`config.mk`:
```
export PLATFORM = sky130hd
export DESIGN_NAME = software_timer_pool_flat
export DESIGN_NICKNAME = d
export VERILOG_FILES = /design/src/design/stp_pkg.sv /design/src/design/stp_if.sv /design/src/design/stp_store.sv /design/src/design/software_timer_pool.sv /design/src/flat_wrapper.sv
export SDC_FILE = /design/constraint.sdc
export NUM_CORES = 2
export LEC_CHECK = 0
export BUFFER_PORTS_ARGS = -buffer_cell sky130_fd_sc_hd__buf_2
export CORE_MARGIN = 2
export CORE_UTILIZATION = 40
export CTS_CLUSTER_SIZE = 24
export DETAILED_ROUTE_END_ITERATION = 7
export GPL_TIMING_DRIVEN = 0
export PLACE_DENSITY = 0.57
export SLEW_MARGIN = 20
export SYNTH_ARGS = -nofsm -noshare
export SYNTH_HDL_FRONTEND = slang
export SYNTH_SLANG_ARGS = --single-unit
```
`constraint.sdc`:
```
create_clock -name i_clk -period 14.1 [get_ports i_clk]
set_input_delay 1.41 -clock i_clk [delete_from_list [all_inputs] [get_ports i_clk]]
set_output_delay 1.41 -clock i_clk [all_outputs]
set_load 0.01 [all_outputs]
```
`src/design/stp_pkg.sv`:
```
package stp_pkg;

    // pool geometry: the index field is 5 bits, so at most 32 entries exist
    localparam int TimerCount = 32;
    localparam int IdxW       = 5;
    localparam int PoolSize   = (TimerCount > 32) ? 32 : TimerCount;
    localparam logic [IdxW-1:0] LastIdx = IdxW'(PoolSize - 1);

    typedef logic [IdxW-1:0] t_idx;

    typedef enum logic [2:0] {
        OP_ALLOC = 3'd0,
        OP_FREE  = 3'd1,
        OP_BIND  = 3'd2,
        OP_ARM   = 3'd3,
        OP_TICK  = 3'd4
    } t_op;

    // entry flag codes: free, allocated and running
    typedef enum logic [1:0] {
        FLAG_FREE  = 2'd0,
        FLAG_ALLOC = 2'd1,
        FLAG_USING = 2'd2
    } t_flag;

    typedef enum logic [2:0] {
        S_IDLE,
        S_ASCAN,
        S_AOUT,
        S_TRD,
        S_TEX,
        S_TFIN
    } t_state;

    // sequencer to entry store
    typedef struct packed {
        t_idx        rd_idx;
        logic        rd_en;
        logic        flag_we;
        t_idx        flag_idx;
        t_flag       flag_val;
        t_idx        wr_idx;
        logic        tmo_we;
        logic [31:0] tmo;
        logic        qd_we;
        logic [7:0]  queue;
        logic [7:0]  data;
    } t_store_req;

    // entry store to sequencer
    typedef struct packed {
        t_flag       flag;
        logic [31:0] tmo;
        logic [7:0]  queue;
        logic [7:0]  data;
    } t_store_rsp;

    typedef struct packed {
        logic        result_kind;
        logic        alloc_ok;
        t_idx        out_timer;
        logic [7:0]  out_queue;
        logic [7:0]  out_data;
        logic [31:0] tick_total;
        logic        last;
    } t_result;

endpackage

```
`src/design/stp_if.sv`:
```
interface stp_req_if;
    logic        valid;
    logic        ready;
    logic [2:0]  opcode;
    logic [4:0]  timer_index;
    logic [31:0] timeout_ticks;
    logic [7:0]  queue_id;
    logic [7:0]  data_byte;

    modport source (output valid, output opcode, output timer_index,
                    output timeout_ticks, output queue_id, output data_byte,
                    input ready);
    modport sink   (input valid, input opcode, input timer_index,
                    input timeout_ticks, input queue_id, input data_byte,
                    output ready);
endinterface

interface stp_rsp_if;
    logic        valid;
    logic        ready;
    logic        result_kind;
    logic        alloc_ok;
    logic [4:0]  out_timer;
    logic [7:0]  out_queue;
    logic [7:0]  out_data;
    logic [31:0] tick_total;
    logic        last;

    modport source (output valid, output result_kind, output alloc_ok,
                    output out_timer, output out_queue, output out_data,
                    output tick_total, output last, input ready);
    modport sink   (input valid, input result_kind, input alloc_ok,
                    input out_timer, input out_queue, input out_data,
                    input tick_total, input last, output ready);
endinterface

```
`src/design/stp_store.sv`:
```
module stp_store (
    input  logic                i_clk,
    input  logic                i_rst_n,
    input  stp_pkg::t_store_req i_req,
    output stp_pkg::t_store_rsp o_rsp
);

    // flags live in flops so reset frees every entry at once
    stp_pkg::t_flag r_flag [stp_pkg::PoolSize];

    // timeout, queue and data have no reset value
    logic [31:0] r_tmo_mem   [stp_pkg::PoolSize];
    logic [7:0]  r_queue_mem [stp_pkg::PoolSize];
    logic [7:0]  r_data_mem  [stp_pkg::PoolSize];

    logic [31:0] r_rd_tmo;
    logic [7:0]  r_rd_queue;
    logic [7:0]  r_rd_data;

    always_ff @(posedge i_clk) begin
        if (!i_rst_n) begin
            for (int k = 0; k < stp_pkg::PoolSize; k++) begin
                r_flag[k] <= stp_pkg::FLAG_FREE;
            end
        end else if (i_req.flag_we) begin
            r_flag[i_req.flag_idx] <= i_req.flag_val;
        end
    end

    always_ff @(posedge i_clk) begin
        if (i_req.tmo_we) begin
            r_tmo_mem[i_req.wr_idx] <= i_req.tmo;
        end
        if (i_req.qd_we) begin
            r_queue_mem[i_req.wr_idx] <= i_req.queue;
            r_data_mem[i_req.wr_idx]  <= i_req.data;
        end
        if (i_req.rd_en) begin
            r_rd_tmo   <= r_tmo_mem[i_req.rd_idx];
            r_rd_queue <= r_queue_mem[i_req.rd_idx];
            r_rd_data  <= r_data_mem[i_req.rd_idx];
        end
    end

    assign o_rsp.flag  = r_flag[i_req.rd_idx];
    assign o_rsp.tmo   = r_rd_tmo;
    assign o_rsp.queue = r_rd_queue;
    assign o_rsp.data  = r_rd_data;

endmodule

```
`src/design/software_timer_pool.sv`:
```
// pool of 32 countdown timers driven by a request channel (i_req) and a
// result channel (o_rsp), both valid/ready; a request is taken when both are high
// requests: allocate, free, bind (queue id and data), arm (timeout), tick
// free, bind and arm finish in the accept cycle; i_req.ready stays high
// allocate scans flags from entry 0, one entry per cycle, and gives one result,
//   with alloc_ok low when the pool is full
// tick bumps the tick count and walks every entry, one per cycle for an entry
//   that is not running; a running entry also reads its timeout memory in
//   S_TRD, then decrements and writes back in S_TEX through the single
//   decrement/zero-compare unit
// each expired entry gives one result; the newest expiry is held back
//   so the final result of a tick carries last, a tick with no expiry gives none
// results sit in an output register, so a new request can be taken while the
//   last result waits; a stalled receiver holds the walk only when a second
//   result must be written
// reset (synchronous, active low) frees every entry, zeroes the tick count
//   and drops any pending result; timeout, queue and data are not cleared
module software_timer_pool (
    input  logic  i_clk,
    input  logic  i_rst_n,
    stp_req_if.sink   i_req,
    stp_rsp_if.source o_rsp
);

    stp_pkg::t_state     r_state, n_state;
    stp_pkg::t_idx       r_idx, n_idx;
    logic [31:0]         r_tick, n_tick;
    logic                r_alloc_ok, n_alloc_ok;

    // held-back expiry
    logic                r_pend_valid, n_pend_valid;
    stp_pkg::t_idx       r_pend_idx, n_pend_idx;
    logic [7:0]          r_pend_queue, n_pend_queue;
    logic [7:0]          r_pend_data, n_pend_data;

    // output register
    logic                r_out_valid, n_out_valid;
    stp_pkg::t_result    r_out, n_out;

    stp_pkg::t_store_req store_req;
    stp_pkg::t_store_rsp store_rsp;

    logic        accept;
    logic        out_free;
    logic        in_range;
    logic [31:0] dec_tmo;
    logic        dec_zero;

    stp_store u_store (
        .i_clk   (i_clk),
        .i_rst_n (i_rst_n),
        .i_req   (store_req),
        .o_rsp   (store_rsp)
    );

    assign i_req.ready = (r_state == stp_pkg::S_IDLE);
    assign accept      = i_req.valid && i_req.ready;
    assign out_free    = !r_out_valid || o_rsp.ready;
    assign in_range    = ({1'b0, i_req.timer_index} < 6'(stp_pkg::PoolSize));

    // shared decrement and zero compare
    assign dec_tmo  = store_rsp.tmo - 32'd1;
    assign dec_zero = (dec_tmo == 32'd0);

    always_comb begin
        n_state      = r_state;
        n_idx        = r_idx;
        n_tick       = r_tick;
        n_alloc_ok   = r_alloc_ok;
        n_pend_valid = r_pend_valid;
        n_pend_idx   = r_pend_idx;
        n_pend_queue = r_pend_queue;
        n_pend_data  = r_pend_data;
        n_out        = r_out;
        n_out_valid  = r_out_valid && !o_rsp.ready;

        store_req          = '0;
        store_req.rd_idx   = r_idx;
        store_req.flag_idx = r_idx;
        store_req.flag_val = stp_pkg::FLAG_ALLOC;
        store_req.wr_idx   = r_idx;
        store_req.tmo      = dec_tmo;
        store_req.queue    = i_req.queue_id;
        store_req.data     = i_req.data_byte;

        case (r_state)
            stp_pkg::S_IDLE: begin
                if (accept) begin
                    case (i_req.opcode)
                        stp_pkg::OP_ALLOC: begin
                            n_idx   = '0;
                            n_state = stp_pkg::S_ASCAN;
                        end
                        stp_pkg::OP_FREE: begin
                            store_req.flag_we  = in_range;
                            store_req.flag_idx = i_req.timer_index;
                            store_req.flag_val = stp_pkg::FLAG_FREE;
                        end
                        stp_pkg::OP_BIND: begin
                            store_req.qd_we  = in_range;
                            store_req.wr_idx = i_req.timer_index;
                        end
                        stp_pkg::OP_ARM: begin
                            store_req.flag_we  = in_range;
                            store_req.flag_idx = i_req.timer_index;
                            store_req.flag_val = stp_pkg::FLAG_USING;
                            store_req.tmo_we   = in_range;
                            store_req.wr_idx   = i_req.timer_index;
                            store_req.tmo      = i_req.timeout_ticks;
                        end
                        stp_pkg::OP_TICK: begin
                            n_tick  = r_tick + 32'd1;
                            n_idx   = '0;
                            n_state = stp_pkg::S_TRD;
                        end
                        default: begin
                        end
                    endcase
                end
            end

            // lowest free entry search
            stp_pkg::S_ASCAN: begin
                if (store_rsp.flag == stp_pkg::FLAG_FREE) begin
                    store_req.flag_we = 1'b1;
                    n_alloc_ok        = 1'b1;
                    n_state           = stp_pkg::S_AOUT;
                end else if (r_idx == stp_pkg::LastIdx) begin
                    n_alloc_ok = 1'b0;
                    n_state    = stp_pkg::S_AOUT;
                end else begin
                    n_idx = r_idx + stp_pkg::IdxW'(1);
                end
            end

            stp_pkg::S_AOUT: begin
                if (out_free) begin
                    n_out_valid      = 1'b1;
                    n_out.result_kind = 1'b0;
                    n_out.alloc_ok   = r_alloc_ok;
                    n_out.out_timer  = r_alloc_ok ? r_idx : '0;
                    n_out.out_queue  = '0;
                    n_out.out_data   = '0;
                    n_out.tick_total = r_tick;
                    n_out.last       = 1'b1;
                    n_state          = stp_pkg::S_IDLE;
                end
            end

            // flag check; running entries fetch their timeout
            stp_pkg::S_TRD: begin
                if (store_rsp.flag == stp_pkg::FLAG_USING) begin
                    store_req.rd_en = 1'b1;
                    n_state         = stp_pkg::S_TEX;
                end else if (r_idx == stp_pkg::LastIdx) begin
                    n_state = stp_pkg::S_TFIN;
                end else begin
                    n_idx = r_idx + stp_pkg::IdxW'(1);
                end
            end

            // decrement, write back, record expiry
            stp_pkg::S_TEX: begin
                if (!(dec_zero && r_pend_valid && !out_free)) begin
                    store_req.tmo_we = 1'b1;
                    if (dec_zero) begin
                        store_req.flag_we = 1'b1;
                        if (r_pend_valid) begin
                            n_out_valid       = 1'b1;
                            n_out.result_kind = 1'b1;
                            n_out.alloc_ok    = 1'b0;
                            n_out.out_timer   = r_pend_idx;
                            n_out.out_queue   = r_pend_queue;
                            n_out.out_data    = r_pend_data;
                            n_out.tick_total  = r_tick;
                            n_out.last        = 1'b0;
                        end
                        n_pend_valid = 1'b1;
                        n_pend_idx   = r_idx;
                        n_pend_queue = store_rsp.queue;
                        n_pend_data  = store_rsp.data;
                    end
                    if (r_idx == stp_pkg::LastIdx) begin
                        n_state = stp_pkg::S_TFIN;
                    end else begin
                        n_idx   = r_idx + stp_pkg::IdxW'(1);
                        n_state = stp_pkg::S_TRD;
                    end
                end
            end

            // release the held-back expiry as the final result
            stp_pkg::S_TFIN: begin
                if (!r_pend_valid) begin
                    n_state = stp_pkg::S_IDLE;
                end else if (out_free) begin
                    n_out_valid       = 1'b1;
                    n_out.result_kind = 1'b1;
                    n_out.alloc_ok    = 1'b0;
                    n_out.out_timer   = r_pend_idx;
                    n_out.out_queue   = r_pend_queue;
                    n_out.out_data    = r_pend_data;
                    n_out.tick_total  = r_tick;
                    n_out.last        = 1'b1;
                    n_pend_valid      = 1'b0;
                    n_state           = stp_pkg::S_IDLE;
                end
            end

            default: begin
                n_state = stp_pkg::S_IDLE;
            end
        endcase
    end

    always_ff @(posedge i_clk) begin
        if (!i_rst_n) begin
            r_state      <= stp_pkg::S_IDLE;
            r_tick       <= '0;
            r_pend_valid <= 1'b0;
            r_out_valid  <= 1'b0;
        end else begin
            r_state      <= n_state;
            r_tick       <= n_tick;
            r_pend_valid <= n_pend_valid;
            r_out_valid  <= n_out_valid;
        end
    end

    // payload registers
    always_ff @(posedge i_clk) begin
        r_idx        <= n_idx;
        r_alloc_ok   <= n_alloc_ok;
        r_pend_idx   <= n_pend_idx;
        r_pend_queue <= n_pend_queue;
        r_pend_data  <= n_pend_data;
        r_out        <= n_out;
    end

    assign o_rsp.valid       = r_out_valid;
    assign o_rsp.result_kind = r_out.result_kind;
    assign o_rsp.alloc_ok    = r_out.alloc_ok;
    assign o_rsp.out_timer   = r_out.out_timer;
    assign o_rsp.out_queue   = r_out.out_queue;
    assign o_rsp.out_data    = r_out.out_data;
    assign o_rsp.tick_total  = r_out.tick_total;
    assign o_rsp.last        = r_out.last;

endmodule

```
`src/flat_wrapper.sv`:
```
// flat-port wrapper written by rule: the top's interface ports become plain ports
module software_timer_pool_flat 
  (i_clk, i_rst_n, i_req_valid, i_req_opcode, i_req_timer_index, i_req_timeout_ticks, i_req_queue_id, i_req_data_byte, i_req_ready, o_rsp_valid, o_rsp_result_kind, o_rsp_alloc_ok, o_rsp_out_timer, o_rsp_out_queue, o_rsp_out_data, o_rsp_tick_total, o_rsp_last, o_rsp_ready);
  stp_req_if i_req_i ();
  stp_rsp_if o_rsp_i ();
  input  logic i_clk;
  input  logic i_rst_n;
  input wire logic [$bits(i_req_i.valid)-1:0] i_req_valid;
  input wire logic [$bits(i_req_i.opcode)-1:0] i_req_opcode;
  input wire logic [$bits(i_req_i.timer_index)-1:0] i_req_timer_index;
  input wire logic [$bits(i_req_i.timeout_ticks)-1:0] i_req_timeout_ticks;
  input wire logic [$bits(i_req_i.queue_id)-1:0] i_req_queue_id;
  input wire logic [$bits(i_req_i.data_byte)-1:0] i_req_data_byte;
  output wire logic [$bits(i_req_i.ready)-1:0] i_req_ready;
  output wire logic [$bits(o_rsp_i.valid)-1:0] o_rsp_valid;
  output wire logic [$bits(o_rsp_i.result_kind)-1:0] o_rsp_result_kind;
  output wire logic [$bits(o_rsp_i.alloc_ok)-1:0] o_rsp_alloc_ok;
  output wire logic [$bits(o_rsp_i.out_timer)-1:0] o_rsp_out_timer;
  output wire logic [$bits(o_rsp_i.out_queue)-1:0] o_rsp_out_queue;
  output wire logic [$bits(o_rsp_i.out_data)-1:0] o_rsp_out_data;
  output wire logic [$bits(o_rsp_i.tick_total)-1:0] o_rsp_tick_total;
  output wire logic [$bits(o_rsp_i.last)-1:0] o_rsp_last;
  input wire logic [$bits(o_rsp_i.ready)-1:0] o_rsp_ready;
  assign i_req_i.valid = i_req_valid;
  assign i_req_i.opcode = i_req_opcode;
  assign i_req_i.timer_index = i_req_timer_index;
  assign i_req_i.timeout_ticks = i_req_timeout_ticks;
  assign i_req_i.queue_id = i_req_queue_id;
  assign i_req_i.data_byte = i_req_data_byte;
  assign i_req_ready = i_req_i.ready;
  assign o_rsp_valid = o_rsp_i.valid;
  assign o_rsp_result_kind = o_rsp_i.result_kind;
  assign o_rsp_alloc_ok = o_rsp_i.alloc_ok;
  assign o_rsp_out_timer = o_rsp_i.out_timer;
  assign o_rsp_out_queue = o_rsp_i.out_queue;
  assign o_rsp_out_data = o_rsp_i.out_data;
  assign o_rsp_tick_total = o_rsp_i.tick_total;
  assign o_rsp_last = o_rsp_i.last;
  assign o_rsp_i.ready = o_rsp_ready;
  software_timer_pool u_core (.i_clk(i_clk), .i_rst_n(i_rst_n), .i_req(i_req_i), .o_rsp(o_rsp_i));
endmodule
```
* Yosys cells after proc, flatten, opt, wreduce, memory -nomap -nowiden
Memory sizes are Yosys's and may differ from the RTL's. A register that Yosys moved wholly into a read port is not among the register bits. Cells that the tools add are included.
Word-level totals: bits in registers 120, RAM bits 1600, input bits 60, output and inout bits 58, word-level logic and storage cells 139, memories kept 4
Memories:
- u_core.u_store.r_tmo_mem | words 32, bits a word 32, read ports 1, clocked after Yosys merged registers in 1, write ports 1, line stp_store.sv:12 | logic [31:0] r_tmo_mem [stp_pkg::PoolSize];
- u_core.u_store.r_data_mem | words 32, bits a word 8, read ports 1, clocked after Yosys merged registers in 1, write ports 1, line stp_store.sv:14 | logic [7:0] r_data_mem [stp_pkg::PoolSize];
- u_core.u_store.r_queue_mem | words 32, bits a word 8, read ports 1, clocked after Yosys merged registers in 1, write ports 1, line stp_store.sv:13 | logic [7:0] r_queue_mem [stp_pkg::PoolSize];
- u_core.u_store.r_flag | words 32, bits a word 2, read ports 1, clocked after Yosys merged registers in 1, write ports 32, line stp_store.sv:9 | stp_pkg::t_flag r_flag [stp_pkg::PoolSize];
Cells by class: add/sub/neg operators 3, eq/ne operators 24, mux-type cells 65, bitwise operators 1, reductions and logical operators 26
Operators with widths (count):
- 56-bit 2-to-1 mux | 6
- 56-bit case mux with 3 select lines | 1
- 33-bit 2-to-1 mux | 2
- 5-bit 2-to-1 mux | 10
- 47-bit 2-to-1 mux | 1
- 32-bit by 1-bit adder with 32-bit output, second input constant | 1
- 32-bit zero test | 1
- 32-bit by 1-bit subtractor with 32-bit output, second input constant | 1
- 3-bit 2-to-1 mux | 9
- 1-bit 2-to-1 mux | 26
- 5-bit case mux with 4 select lines | 1
- 3-bit case mux with 6 select lines | 1
- 8-bit case mux with 2 select lines | 1
- 3-bit by 2-bit equality test with 1-bit output, second input constant | 4
- 12-bit 2-to-1 mux | 1
- 2-bit by 1-bit inequality test with 1-bit output, second input constant | 5
- 2-bit inequality test, second input constant | 5
- 3-bit equality test, second input constant | 3
- 3-bit AND reduction | 3
- 7-bit AND reduction | 1
- 3-bit by 1-bit equality test with 1-bit output, second input constant | 2
- 3-bit zero test | 2
- 3-bit by 1-bit inequality test with 1-bit output, second input constant | 2
- 1-bit case mux with 3 select lines | 2
- other kinds (19) | 28

* Logic depth before layout (Yosys ltp)
depth after elaboration 11, depth in mapped cells 14, gate-level depth less buffers 11

* By module
From an unflattened synthesis, not the netlist that was laid out.
Second synthesis, totals: cells, all modules 4297, area, all modules 70695.3 µm²
Modules (own cells, without submodules):
- stp_store | instances 1, cells an instance 3720, area an instance 64668.3 µm², sequential area each 49487.5 µm²
- software_timer_pool | instances 1, cells an instance 577, area an instance 6027.0 µm², sequential area each 3233.1 µm²

* Least setup slack after synthesis
No wires, ideal clock.
path type reg2reg, from register u_core.u_store.r_rd_tmo[0] (read register of u_core.u_store.r_tmo_mem), to register u_core.r_out (netlist bit u_core.o_rsp.alloc_ok) (enable), setup time 470 ps, arrival time 5709 ps, required time 13630 ps, path slack 7921 ps, cell stages (with the launch flop) 14, path buffers 2, period minus slack after synthesis 6179 ps, cells stage by stage edfxtp_1 inv_1 ha_1 buf_2 or4b_1 or4_4 buf_6 o21ai_2 nand2b_1 or4_4 or3_1 nor2b_1 o22a_1 nor2_1
Between the ends: longest elaborated chain between the ends 6, elaborated cells on any way between the ends 7, those cells by class add/sub: 1; eq/ne: 2; reduce/logical: 4
Ends and longest elaborated chain:
- from (decl) | line stp_store.sv:16 | logic [31:0] r_rd_tmo;
- 32-bit by 1-bit subtractor with 32-bit output (*) | line software_timer_pool.sv:62 | assign dec_tmo = store_rsp.tmo - 32'd1;
- 32-bit zero test (*) | line software_timer_pool.sv:63 | assign dec_zero = (dec_tmo == 32'd0);
- 1-bit logical AND (2 in series) | line software_timer_pool.sv:164 | if (!(dec_zero && r_pend_valid && !out_free)) begin
- 2-bit inequality test (no source line)
- 7-bit AND reduction (no source line) (*)
- to (signal assigned) | line software_timer_pool.sv:237 | r_out <= n_out;
- to (decl) | line software_timer_pool.sv:38 | stp_pkg::t_result r_out, n_out;
Mark *: on every way between the ends. The rest lies on a longest branch, timed or not. A chain may end at the register's enable or synchronous reset.

* Final worst setup path
from register u_core.u_store.r_rd_tmo[0] (read register of u_core.u_store.r_tmo_mem), to memory u_core.u_store.r_tmo_mem[24][27] (enable)
Between the ends: longest elaborated chain between the ends 8
Ends and longest elaborated chain:
- 32-bit by 1-bit subtractor with 32-bit output | line software_timer_pool.sv:62
- 32-bit zero test | line software_timer_pool.sv:63
- 1-bit logical AND (2 in series) | line software_timer_pool.sv:164
- 1-bit 2-to-1 mux | line software_timer_pool.sv:164
- 1-bit case mux with 2 select lines | line software_timer_pool.sv:86 | case (r_state)
- 1-bit 2-to-1 mux | line stp_store.sv:31 | if (i_req.tmo_we) begin
- 1-bit 2-to-1 mux (implied by the code) | line stp_store.sv:32 | r_tmo_mem[i_req.wr_idx] <= i_req.tmo;
- to (decl) | line stp_store.sv:12
No other way between the ends.

==> results.py <==
metrics = {
    "logic_synthesis": {
        "synth.area.mux_share_pct": 12.4,
        "synth-async-reset-ratio_pct": 0,
        "synth-simple-area-share_pct": 4.36,
        "synth_warnings": 0,
        "synth_edf_count": 1731,
        "synth_cells": 3993,
        "ys.flop_type": "edfxtp_1",
        "syn-cell-area_um2": 70100,
        "synth_area_per_cell_um2": 17.6,
        "yosysMostFrequentCell": "edfxtp_1",
        "yosysTopAreaCellShare_pct": 74.1,
        "ys_top_cells_by_count": "edfxtp_1 (1,731), mux2i_1 (322), nand2_1 (266)",
        "synth_top_family_by_area": "multiplexers",
        "ys_ff_latch": 1773,
        "syn-num-nets": 4057,
        "seq_area_frac_synth_pct": 75.3,
        "synth_xor_area_share_pct": 0.749,
        "yosysTopAreaCell": "edfxtp_1",
        "synth_area_leaders": "edfxtp_1 (74%), mux4_2 (6.2%), mux2i_1 (4.6%), o221ai_1 (1.8%), mux2_2 (1.7%)",
        "synth_cell_type_count": 68,
        "synth_compound_area_share_pct": 5.71,
        "synth_fa_ha_area_share_pct": 0.0714,
    },
    "run_status": {
        "status": "completed",
    },
    "cts": {
        "ctsHtreeMaxLevel": 4,
        "cts_resized": 0,
        "clk_pin_slew_ns": 0.06,
        "cts_tree": "done",
        "postCtsHoldBufs": 0,
        "cts_setup_buffers": 0,
        "clkSinkCount": 1773,
        "clk-insertion-delay-late_ns": 0.84,
        "clk_path_buf_depth": 3,
        "root_buffer": "clkbuf_16",
        "cts_buffers": 178,
    },
    "timing": {
        "max_freq_ghz": 0.161,
        "worst-slew-pin-transition_ns": 1.28,
        "setup_tns_ns": 0,
        "rsz0062_at_grt": "false",
        "finClkSkew_ns": 0.0318,
        "finalMaxSlewViolations": 0,
        "hold_violations": 0,
        "min_period_ns": 6.22,
        "holdWs_ns": 0.419,
        "finalSetupViolations": 0,
        "relSlewSlack_pct": 14.9,
        "min_period_over_period_pct": 44.1,
    },
    "floorplan": {
        "dieArea_um2": 179000,
        "pin_count": 118,
        "placeableCoreArea_um2": 174000,
        "rows": 153,
        "die_w_um": 423,
        "dieHeight_um": 423,
        "initial_core_util_pct": 40.3,
    },
    "cells_and_area": {
        "seqCellArea_um2": 52800,
        "drive_above_1_share_pct": 20.9,
        "finalNetCount": 4508,
        "area_delta_synth_final_pct": 17.7,
        "multi_input_area_um2": 17100,
        "fillers": 14503,
        "finish.instance_area_um2": 82500,
    },
    "setup_path": {
        "required_ns": 14.63,
        "crit_path_top_delay_cell": "nor3_2",
        "path_buf_inv": 8,
        "critPathMaxStageDelay_ns": 0.74,
        "cp_max_fo": 10,
        "path_delay_family": "simple AND/OR/NAND/NOR gates",
        "worst_path_most_repeated_cell": "buf_4",
        "crit_path_end_kind": "flip-flop",
        "cp_data_arrival_time_ns": 6.75,
        "startpoint_type": "flip-flop",
        "worstPathCellList": "inv_1 > ha_1 > buf_2 > or4b_1 > or4_4 > buf_6 > or4_1 > xor2_1 > a22oi_2 > or4_4 > a21oi_4 > buf_4 > nor3_2 > buf_4 > buf_6 > buf_4 > buf_4",
        "crit_type": "reg2reg",
    },
    "global_route": {
        "grt_pass1_vias": 38752,
        "grt_pass1_wl_mm": 284,
        "antenna_found_initial": 13,
        "grt_max_degree": 33,
        "grt-ovfl-total": 0,
        "globalRouteTotalUtil_pct": 22.2,
    },
    "routing": {
        "wl_per_cell_um": 29.0,
        "drc_errors": 0,
        "antenna_left": 0,
        "avgViaCountPerCell": 5.71,
        "wirelength_mm": 201,
        "drt_iter0_drc": 4915,
        "dr_total_vias": 39572,
        "top_layer": "met5",
        "route.met2.wl_mm": 95.8,
        "firstDrtPassIters": 5,
        "met3_length_mm": 15.1,
        "wl_met1_mm": 83.5,
    },
    "run": {
        "cap_violations": 0,
    },
    "placed_design": {
        "gp_congestion": 0.886,
        "dp_hpwl_mm": 140,
        "portBuffers": 116,
        "placed_area_um2": 76700,
    },
    "power": {
        "power.density_nw_per_um2": 186,
        "p_leak_uw": 0.0264,
        "power_uw": 15400,
        "ir_drop_mv": 0.147,
    },
    "min_path": {
        "hp-class": "reg2reg",
    },
}
[logic make-up (layout without fill, tap and decap cells)]
logic type | after synthesis | after routing
and+or+nand+nor | 663 | 663
other | 0 | 6
DFF | 1773 | 1773
AOI/OAI and AO/OA | 629 | 629
buffers and inverters | 245 | 846
xor gates and xnor gates | 60 | 60
muxes | 619 | 619
adders and majority gates | 4 | 4
[where the power goes]
part           internal, uW  switching [uW]
Sequential             5990            47.9
Clock                  2630            2050
Combinational          1540            3110
[state kept, by name, summed over array words and instances, names as in the netlist, 32 cells and up, named ones only]
signal / count
u_core.u_store.r_rd_tmo: 32
u_core.u_store.r_tmo_mem: 1024
u_core.r_tick: 32
u_core.o_rsp.tick_total: 32
u_core.u_store.r_queue_mem: 256
u_core.u_store.r_data_mem: 256
u_core.u_store.r_flag: 64
[area by class of cell]
class | instances | area share [%]
buffer | 232 | 1.12
tap | 2325 | 3.53
clock inverter | 107 | 1.25
timing repair buffer | 271 | 3.56
inverter | 13 | 0.0591
antenna | 6 | 0.0182
sequential | 1773 | 64.0
multi-input combinational | 1975 | 20.7
clock buffer | 223 | 5.69
[metrics by stage]
step           setup slack (ns)  util (%)  cells
2_1_floorplan              7.92         -   3993
3_3_place_gp               3.51      42.3   6434
3_5_place_dp               8.02      44.1   6589
4_1_cts                    7.97      47.4   6919
5_1_grt                    7.88      47.4   6921
6_report                   7.88      47.4   6925
[per-layer routing]
| layer | vias to the layer above | GRT usage [%] |
|---|---|---|
| met5 | - | 0 |
| met4 | 12 | 7.74 |
| li1 | 16936 | - |
| met2 | 1703 | 35.6 |
| met1 | 20571 | 30.3 |
| met3 | 350 | 3.98 |
[layout by cell type (no fill, tap or decap), types with 15 or more instances in the layout]
master / netlist / final
mux2_2: 103 / 103
clkbuf_1: 177 / 203
nor3_2: 0 / 15
o221ai_1: 144 / 144
mux4_2: 192 / 192
nand3_1: 29 / 29
a21oi_4: 1 / 28
a22oi_1: 16 / 16
buf_1: 50 / 34
buf_16: 0 / 37
o31ai_1: 35 / 35
clkinv_2: 0 / 34
nor2_1: 150 / 105
buf_6: 1 / 22
xor2_1: 20 / 20
buf_12: 0 / 26
buf_4: 2 / 67
clkbuf_2: 0 / 19
a21oi_1: 181 / 154
clkinv_1: 0 / 41
dfxtp_1: 42 / 42
o21ai_0: 165 / 164
buf_2: 2 / 130
nor3_1: 64 / 49
nor2b_1: 15 / 15
and2_1: 48 / 48
o22ai_1: 49 / 49
edfxtp_1: 1731 / 1731
clkbuf_16: 0 / 181
xnor2_1: 40 / 40
nand2_1: 266 / 266
nor2_4: 0 / 40
mux2i_1: 322 / 322
[path summary, 6_finish.rpt]
check | startpoint | to | slack [ns] | cells after the start
setup / recovery | u_core.u_store.r_rd_tmo[0]$_DFFE_PP_ | u_core.u_store.r_tmo_mem[24][27]$_DFFE_PP_ | 7.88 | 17
hold reg to reg | u_core.u_store.r_rd_queue[0]$_DFFE_PP_ | u_core.r_pend_queue[0]$_DFFE_PP_ | 0.42 | 0
hold / removal | u_core.u_store.r_rd_queue[0]$_DFFE_PP_ | u_core.r_pend_queue[0]$_DFFE_PP_ | 0.42 | 0
setup reg to reg | u_core.u_store.r_rd_tmo[0]$_DFFE_PP_ | u_core.u_store.r_tmo_mem[24][27]$_DFFE_PP_ | 7.88 | 17
No activity file was read; power rests on OpenSTA's default activity.
